**src/hdl/slir_pkg.sv**
```systemverilog
// sorted list package: status and mode codes, control and flag structs between top and cells
// no dependencies
package slir_pkg;

    localparam logic       MODE_INSERT = 1'b0;
    localparam logic       MODE_REMOVE = 1'b1;

    localparam logic [1:0] ST_OK       = 2'd0;
    localparam logic [1:0] ST_FULL     = 2'd1;
    localparam logic [1:0] ST_EMPTY    = 2'd2;
    localparam logic [1:0] ST_MISSING  = 2'd3;

    localparam int         STATUS_W    = 2;
    localparam int         KEY_FIELD_W = 32;
    localparam int         COUNT_W     = 5;

    // per-cycle command broadcast to every cell
    typedef struct packed {
        logic shift_up;
        logic shift_down;
    } cell_ctrl_t;

    // per-cell compare results
    typedef struct packed {
        logic after;
        logic ge;
        logic eq;
    } cell_flags_t;

endpackage

```
**src/hdl/slir_if.sv**
```systemverilog
// request and response channel interfaces for the sorted list
// depends on slir_pkg
interface slir_req_if;
    import slir_pkg::*;
    logic                   valid;
    logic                   ready;
    logic                   mode;
    logic [KEY_FIELD_W-1:0] key_value;

    modport source (output valid, output mode, output key_value, input ready);
    modport sink   (input valid, input mode, input key_value, output ready);
endinterface

interface slir_rsp_if;
    import slir_pkg::*;
    logic                   valid;
    logic                   ready;
    logic [STATUS_W-1:0]    status;
    logic [KEY_FIELD_W-1:0] removed_value;
    logic [COUNT_W-1:0]     item_count;

    modport source (output valid, output status, output removed_value, output item_count,
                    input ready);
    modport sink   (input valid, input status, input removed_value, input item_count,
                    output ready);
endinterface

```
**src/hdl/slir_cell.sv**
```systemverilog
// one storage cell of the sorted list: holds a key, compares it and shifts with neighbors
// depends on slir_pkg
module slir_cell #(
    parameter int KEY_WIDTH = 32,
    parameter int CNT_W     = 5,
    parameter int CELL_IDX  = 0
) (
    input  logic                 clk,
    input  logic [KEY_WIDTH-1:0] key,
    input  logic [CNT_W-1:0]     count,
    input  slir_pkg::cell_ctrl_t ctrl,
    input  logic [KEY_WIDTH-1:0] left_key,
    input  logic                 left_after,
    input  logic [KEY_WIDTH-1:0] right_key,
    output slir_pkg::cell_flags_t flags,
    output logic [KEY_WIDTH-1:0] stored
);
    import slir_pkg::*;

    logic [KEY_WIDTH-1:0] key_reg;
    logic [KEY_WIDTH-1:0] key_next;
    logic                 occupied;

    assign occupied = CNT_W'(CELL_IDX) < count;

    always_comb
    begin
        flags.after = !occupied || (key < key_reg);
        flags.ge    = occupied && (key_reg >= key);
        flags.eq    = occupied && (key_reg == key);
    end

    always_comb
    begin
        key_next = key_reg;
        if (ctrl.shift_up && flags.after)
        begin
            key_next = left_after ? left_key : key;
        end
        else if (ctrl.shift_down && flags.ge)
        begin
            key_next = right_key;
        end
    end

    always_ff @(posedge clk)
    begin
        key_reg <= key_next;
    end

    assign stored = key_reg;

endmodule

```
**src/hdl/sorted_list_insert_remove_top.sv**
```systemverilog
// sorted list top level: request decode, count, row of cells and response register
// depends on slir_pkg, slir_if, slir_cell
//
// keeps up to DEPTH keys in ascending order in a row of cells
// req channel: mode (insert or remove) and key_value; one response per request
// rsp channel: status, removed_value, item_count after the operation
// insert places the key after all equal keys and shifts larger keys up one cell;
// a full list answers full and keeps its contents
// remove takes out the first equal key and shifts larger keys down one cell;
// an empty list answers empty, a missing key answers not found
// every cell compares against the request key in the same cycle, so one request
// is taken per clock while rsp is not stalled, and its response appears in the cycle after acceptance
// the response register frees in the cycle it is taken, so req.ready is high
// whenever the register is empty or being drained; a stalled rsp holds its data
// and blocks new requests until taken
// reset empties the list (count to zero) and clears the response valid flag;
// the first request can be taken in the first cycle after reset
module sorted_list_insert_remove_top #(
    parameter int DEPTH     = 16,
    parameter int KEY_WIDTH = 32
) (
    input  logic       clk,
    input  logic       rst_n,
    slir_req_if.sink   req,
    slir_rsp_if.source rsp
);
    import slir_pkg::*;

    localparam int CNT_W = $clog2(DEPTH + 1);

    logic [CNT_W-1:0]       count_reg;
    logic [CNT_W-1:0]       count_next;
    logic                   rsp_valid_reg;
    logic                   rsp_valid_next;
    logic [STATUS_W-1:0]    status_reg;
    logic [STATUS_W-1:0]    status_next;
    logic [KEY_FIELD_W-1:0] removed_reg;
    logic [KEY_FIELD_W-1:0] removed_next;

    logic                   accept;
    logic                   full;
    logic                   empty;
    logic                   found;
    logic [KEY_WIDTH-1:0]   key;
    cell_ctrl_t             ctrl;

    logic [KEY_WIDTH-1:0]   stored [DEPTH];
    cell_flags_t            flags  [DEPTH];
    logic [DEPTH-1:0]       eq_vec;

    assign req.ready = !rsp_valid_reg || rsp.ready;
    assign accept    = req.valid && req.ready;
    assign key       = KEY_WIDTH'(req.key_value);
    assign full      = count_reg == CNT_W'(DEPTH);
    assign empty     = count_reg == '0;
    assign found     = |eq_vec;

    for (genvar i = 0; i < DEPTH; i++)
    begin : g_cell
        logic [KEY_WIDTH-1:0] left_key;
        logic                 left_after;
        logic [KEY_WIDTH-1:0] right_key;

        if (i == 0)
        begin : g_first
            assign left_key   = '0;
            assign left_after = 1'b0;
        end
        else
        begin : g_inner
            assign left_key   = stored[i-1];
            assign left_after = flags[i-1].after;
        end

        if (i == DEPTH - 1)
        begin : g_last
            assign right_key = stored[i];
        end
        else
        begin : g_mid
            assign right_key = stored[i+1];
        end

        assign eq_vec[i] = flags[i].eq;

        slir_cell #(
            .KEY_WIDTH (KEY_WIDTH),
            .CNT_W     (CNT_W),
            .CELL_IDX  (i)
        ) u_cell (
            .clk        (clk),
            .key        (key),
            .count      (count_reg),
            .ctrl       (ctrl),
            .left_key   (left_key),
            .left_after (left_after),
            .right_key  (right_key),
            .flags      (flags[i]),
            .stored     (stored[i])
        );
    end

    always_comb
    begin
        ctrl           = '0;
        count_next     = count_reg;
        status_next    = status_reg;
        removed_next   = removed_reg;
        rsp_valid_next = rsp_valid_reg && !rsp.ready;
        if (accept)
        begin
            rsp_valid_next = 1'b1;
            removed_next   = '0;
            unique case (req.mode)
                MODE_INSERT:
                begin
                    if (full)
                    begin
                        status_next = ST_FULL;
                    end
                    else
                    begin
                        ctrl.shift_up = 1'b1;
                        count_next    = count_reg + CNT_W'(1);
                        status_next   = ST_OK;
                    end
                end
                MODE_REMOVE:
                begin
                    if (empty)
                    begin
                        status_next = ST_EMPTY;
                    end
                    else if (!found)
                    begin
                        status_next = ST_MISSING;
                    end
                    else
                    begin
                        ctrl.shift_down = 1'b1;
                        count_next      = count_reg - CNT_W'(1);
                        status_next     = ST_OK;
                        removed_next    = KEY_FIELD_W'(key);
                    end
                end
                default:
                begin
                    status_next = ST_OK;
                end
            endcase
        end
    end

    always_ff @(posedge clk or negedge rst_n)
    begin
        if (!rst_n)
        begin
            count_reg     <= '0;
            rsp_valid_reg <= 1'b0;
        end
        else
        begin
            count_reg     <= count_next;
            rsp_valid_reg <= rsp_valid_next;
        end
    end

    always_ff @(posedge clk)
    begin
        status_reg  <= status_next;
        removed_reg <= removed_next;
    end

    assign rsp.valid         = rsp_valid_reg;
    assign rsp.status        = status_reg;
    assign rsp.removed_value = removed_reg;
    assign rsp.item_count    = COUNT_W'(count_reg);

endmodule

```
**src/flat_wrapper.sv**
```systemverilog
// flat-port wrapper written by rule: the top's interface ports become plain ports
module sorted_list_insert_remove_top_flat import slir_pkg::*;
#(
    parameter int DEPTH     = 16,
    parameter int KEY_WIDTH = 32
)
  (clk, rst_n, req_valid, req_mode, req_key_value, req_ready, rsp_valid, rsp_status, rsp_removed_value, rsp_item_count, rsp_ready);
  slir_req_if req_i ();
  slir_rsp_if rsp_i ();
  input  logic clk;
  input  logic rst_n;
  input wire logic [$bits(req_i.valid)-1:0] req_valid;
  input wire logic [$bits(req_i.mode)-1:0] req_mode;
  input wire logic [$bits(req_i.key_value)-1:0] req_key_value;
  output wire logic [$bits(req_i.ready)-1:0] req_ready;
  output wire logic [$bits(rsp_i.valid)-1:0] rsp_valid;
  output wire logic [$bits(rsp_i.status)-1:0] rsp_status;
  output wire logic [$bits(rsp_i.removed_value)-1:0] rsp_removed_value;
  output wire logic [$bits(rsp_i.item_count)-1:0] rsp_item_count;
  input wire logic [$bits(rsp_i.ready)-1:0] rsp_ready;
  assign req_i.valid = req_valid;
  assign req_i.mode = req_mode;
  assign req_i.key_value = req_key_value;
  assign req_ready = req_i.ready;
  assign rsp_valid = rsp_i.valid;
  assign rsp_status = rsp_i.status;
  assign rsp_removed_value = rsp_i.removed_value;
  assign rsp_item_count = rsp_i.item_count;
  assign rsp_i.ready = rsp_ready;
  sorted_list_insert_remove_top #(.DEPTH(DEPTH), .KEY_WIDTH(KEY_WIDTH)) u_core (.clk(clk), .rst_n(rst_n), .req(req_i), .rsp(rsp_i));
endmodule
```
**config.mk**
```make
export PLATFORM = sky130hd
export DESIGN_NAME = sorted_list_insert_remove_top_flat
export DESIGN_NICKNAME = d
export VERILOG_FILES = /design/src/hdl/slir_pkg.sv /design/src/hdl/slir_if.sv /design/src/hdl/slir_cell.sv /design/src/hdl/sorted_list_insert_remove_top.sv /design/src/flat_wrapper.sv
export SDC_FILE = /design/constraint.sdc
export NUM_CORES = 2
export LEC_CHECK = 0
export BUFFER_PORTS_ARGS = -buffer_cell sky130_fd_sc_hd__buf_2
export CELL_PAD_IN_SITES_DETAIL_PLACEMENT = 0
export CELL_PAD_IN_SITES_GLOBAL_PLACEMENT = 1
export CORE_MARGIN = 1.5
export CORE_UTILIZATION = 35
export DETAILED_ROUTE_END_ITERATION = 8
export PLACE_DENSITY_LB_ADDON = 0.1
export RECOVER_POWER = 50
export SLEW_MARGIN = 20
export SYNTH_ARGS = -nofsm -noshare
export SYNTH_HDL_FRONTEND = slang
export SYNTH_SLANG_ARGS = --single-unit
```
**constraint.sdc**
```tcl
create_clock -name clk -period 6.95 [get_ports clk]
set_input_delay 1.0425 -clock clk [delete_from_list [all_inputs] [get_ports clk]]
set_output_delay 1.0425 -clock clk [all_outputs]
set_load 0.01 [all_outputs]
```
==> results.md <==
* Status: finished, violations left
* Failing checks: max-capacitance violations, max-slew violations
* Global-route wire length before repair at 200,000 um
* Most used routing layer: met2
* Clock sink count at 552
* Die W at about 340 um
* Switch share at 0.359
* Gate Count Post-Synth at 3,828
* Synth-to-layout area growth at 11.6%
* CTS Buf Count at 76
* Die Area at 117,000 um^2
* CTS root buffer: clkbuf_16
* Via/cell ratio at 5.62
* CTS tree: done
* Input/output buffers at 77
* Pleak at 18.4 nW
* R2r setup slk at 1.30 ns
* Nets at 4,412
* Power density over the cells at roughly 280 nW/um^2
* Reg clk slew, reported paths at about 0.06 ns
* Syn nets at ~4,400
* Power share of the combinational group at 0.344
* Clock Skews at roughly 0.021 ns
* Hold WC Path Type: in2async
* Sw power at 0.00451 W
* # Post-CTS Setup Buffers at 0
* Crit start category: input pin
* EDFF count, synth at between 500 and 600
* Setup TNS at 0 ns
* Prevailing post-synth register cell: edfxtp_1
* Total GRT Usage at 0.226
* M1 GR Usage at 0.321
* Hold-fix buffers at CTS at 0
* CP Capture Type: register
* CP Class: in2reg
* Final cycle utilization of the critical path at 0.822
* Total number of vias at 30,500
* VDD IR max at 0.149 mV
* Crit-path slowest cell: clkbuf_1
* Routed wire length at 135,000 um
* WL/cell at approximately 25 um
* Cells on worst reg2reg path at 9
* Slew Limit Fails at 354
* Routed Antenna Nets at 0
* Max FFs per register at 512
* H-tree depth at 3
* Syn Area/Cell at 10.5 um^2
* Final hold vios at 0
* DRC at 0
* Number of global-route vias before repair at between 30,000 and 40,000
* Clock network fraction of total power at 0.295
* Synthesized area at 40,200 um^2
* Flop pwr share at 0.361
* Die height at 342 um
* First drt pass iteration count at 5
* Fillcell total at ~11,000
* Sequential share of the synthesized area at 0.411
* Max Cap Viol at 11
* Initial antenna violation count at 2
* Internal power at 0.00804 W
* Slew @ Worst Pin at roughly 2.8 ns
* #FFs+latches synth at about 550
* Gr ovfl total at 0
* Setup Viol. Count Final at 0
* CORE AREA at about 110,000 um^2
* Critical Path RT at 7.24 ns
* Delay of the slowest critical-path stage at 1.53 ns
* WP data arrival at 6.00 ns
* Met3 usage at 0.0275
* # IOs at 78
* Syn. warnings at 0
* Met2 Usage GRT at 0.359
* Crit path max fanout at 33
* Post-cts gate resize count at 0
* RSZ-0062 raised after global routing: false
* Pin count of the biggest net entering global routing at 66
* Initial Util at 0.352
* Max Clock Freq at 175 MHz
* Initial DRC count at 2,065
* Max_slew headroom at -0.838
* RePlAce Congestion at around 0.89
* Layout cell share with drive strength beyond 1 at 0.140
* Synth cell types at 65
* Clock Path Buffers at 3
* Minimum clock period at roughly 5.7 ns
* Share of flip-flops with an asynchronous set or reset at 0.0109
* Critical path, cell by cell: buf_2 -> buf_4 -> inv_1 -> buf_4 -> ha_1 -> nand4_1 -> nor3_1 -> and2_1 -> o31ai_1 -> and3_1 -> nor3_1 -> clkbuf_1 -> a31oi_1
* Row cnt at roughly 120
* Worst skew pair latency at 0.65 ns
* DP HPWL at 106,000 um
* Fin Hold WS at 0.385 ns
area by class of cell:
cell class                      instances  area, um^2  share of cell area
Inverter                               90         338             0.00752
Multi-Input combinational cell       2920       22500               0.502
Clock buffer                          100        2010              0.0448
Clock inverter                         39         251             0.00560
Timing Repair Buffer                  219        1340              0.0298
Sequential cell                       552       16500               0.368
Tap cell                             1512        1890              0.0421
Antenna cell                            2        5.00            0.000111
critical path: cells and delay by family:
kind / cells / cell delay [ns]
buffers and inverters: 5 / 2.44
AO/OA/AOI/OAI: 2 / 0.39
AND/OR/NAND/NOR: 5 / 1.77
adder cells (fa/ha/maj): 1 / 0.30
stage by stage:
| stage | setup WS (ns) | power, W | utilization | std cells | area (um^2) |
|---|---|---|---|---|---|
| 2_1_floorplan | 0.438 | 0.00758 | - | 3828 | 40200 |
| 3_3_place_gp | 1.07 | 0.00889 | 0.375 | 5292 | 42800 |
| 3_5_place_dp | 1.38 | 0.00891 | 0.375 | 5292 | 42800 |
| 4_1_cts | 2.06 | 0.0127 | 0.395 | 5431 | 45100 |
| 5_1_grt | 0.942 | 0.0132 | 0.393 | 5432 | 44900 |
| 6_report | 1.24 | 0.0126 | 0.393 | 5434 | 44900 |
synthesized netlist by cell type (22+ instances only):
master	n	share of area
a21oi_1	438	0.054
buf_2	43	0.0053
nor4_1	32	0.0050
nor3_1	41	0.0051
ha_1	516	0.16
nand2_1	37	0.0035
nor2b_1	41	0.0064
nand3_1	155	0.019
clkbuf_1	194	0.018
inv_1	90	0.0084
o211ai_1	22	0.0041
mux2_2	246	0.069
mux2i_1	234	0.058
a31oi_1	159	0.025
edfxtp_1	546	0.41
and2_1	42	0.0065
nand4_1	136	0.021
o21ai_0	168	0.021
buf_1	26	0.0024
o21a_1	33	0.0062
nor2_1	302	0.028
a21o_1	188	0.035
kinds of logic after synthesis:
group                    share of synthesized area
AO/OA/AOI/OAI                                0.161
AND/OR/NAND/NOR                              0.104
flip-flops                                   0.411
adder cells (fa/ha/maj)                      0.160
multiplexers                                 0.128
buffers and inverters                       0.0349
XOR/XNOR                                   0.00109
final timing paths:
path                                                      startpoint                                            to
worst min register to register            u_core.rsp.valid$_DFF_PN0_                    u_core.rsp.valid$_DFF_PN0_
worst min-delay path                                           rst_n          u_core.rsp.item_count[4]$_DFFE_PN0P_
worst max register to register  u_core.rsp.item_count[1]$_DFFE_PN0P_  u_core.g_cell[1].u_cell.stored[30]$_DFFE_PP_
worst max-delay path                               req_key_value[13]  u_core.g_cell[1].u_cell.stored[23]$_DFFE_PP_
max in group asynchronous                                      rst_n          u_core.rsp.item_count[3]$_DFFE_PN0P_
min in group clk                          u_core.rsp.valid$_DFF_PN0_                    u_core.rsp.valid$_DFF_PN0_
layer usage:
metal / vias up / routed length (um)
met5: - / 16
met1: 14800 / 65600
met2: 722 / 60600
li1: 14900 / -
met3: 169 / 5900
met4: 2 / 3400
power by group through the flow:
stage	clock network, W	logic (W)	registers [W]
2_1_floorplan	0	0.00316	0.00442
3_3_place_gp	0	0.00430	0.00459
3_5_place_dp	0	0.00432	0.00459
4_1_cts	0.00381	0.00433	0.00452
5_1_grt	0.00392	0.00476	0.00457
6_report	0.00370	0.00432	0.00454
cells in the final DEF (no fill, tap or decap), types with 136 or more instances in the layout:
master	instances
a21o_1	188
a21oi_1	432
a31oi_1	159
edfxtp_1	546
ha_1	516
mux2_2	244
mux2i_1	234
nand3_1	153
nand4_1	136
nor2_1	300
o21ai_0	167
Note: power is estimated with default switching activity, not from simulation.
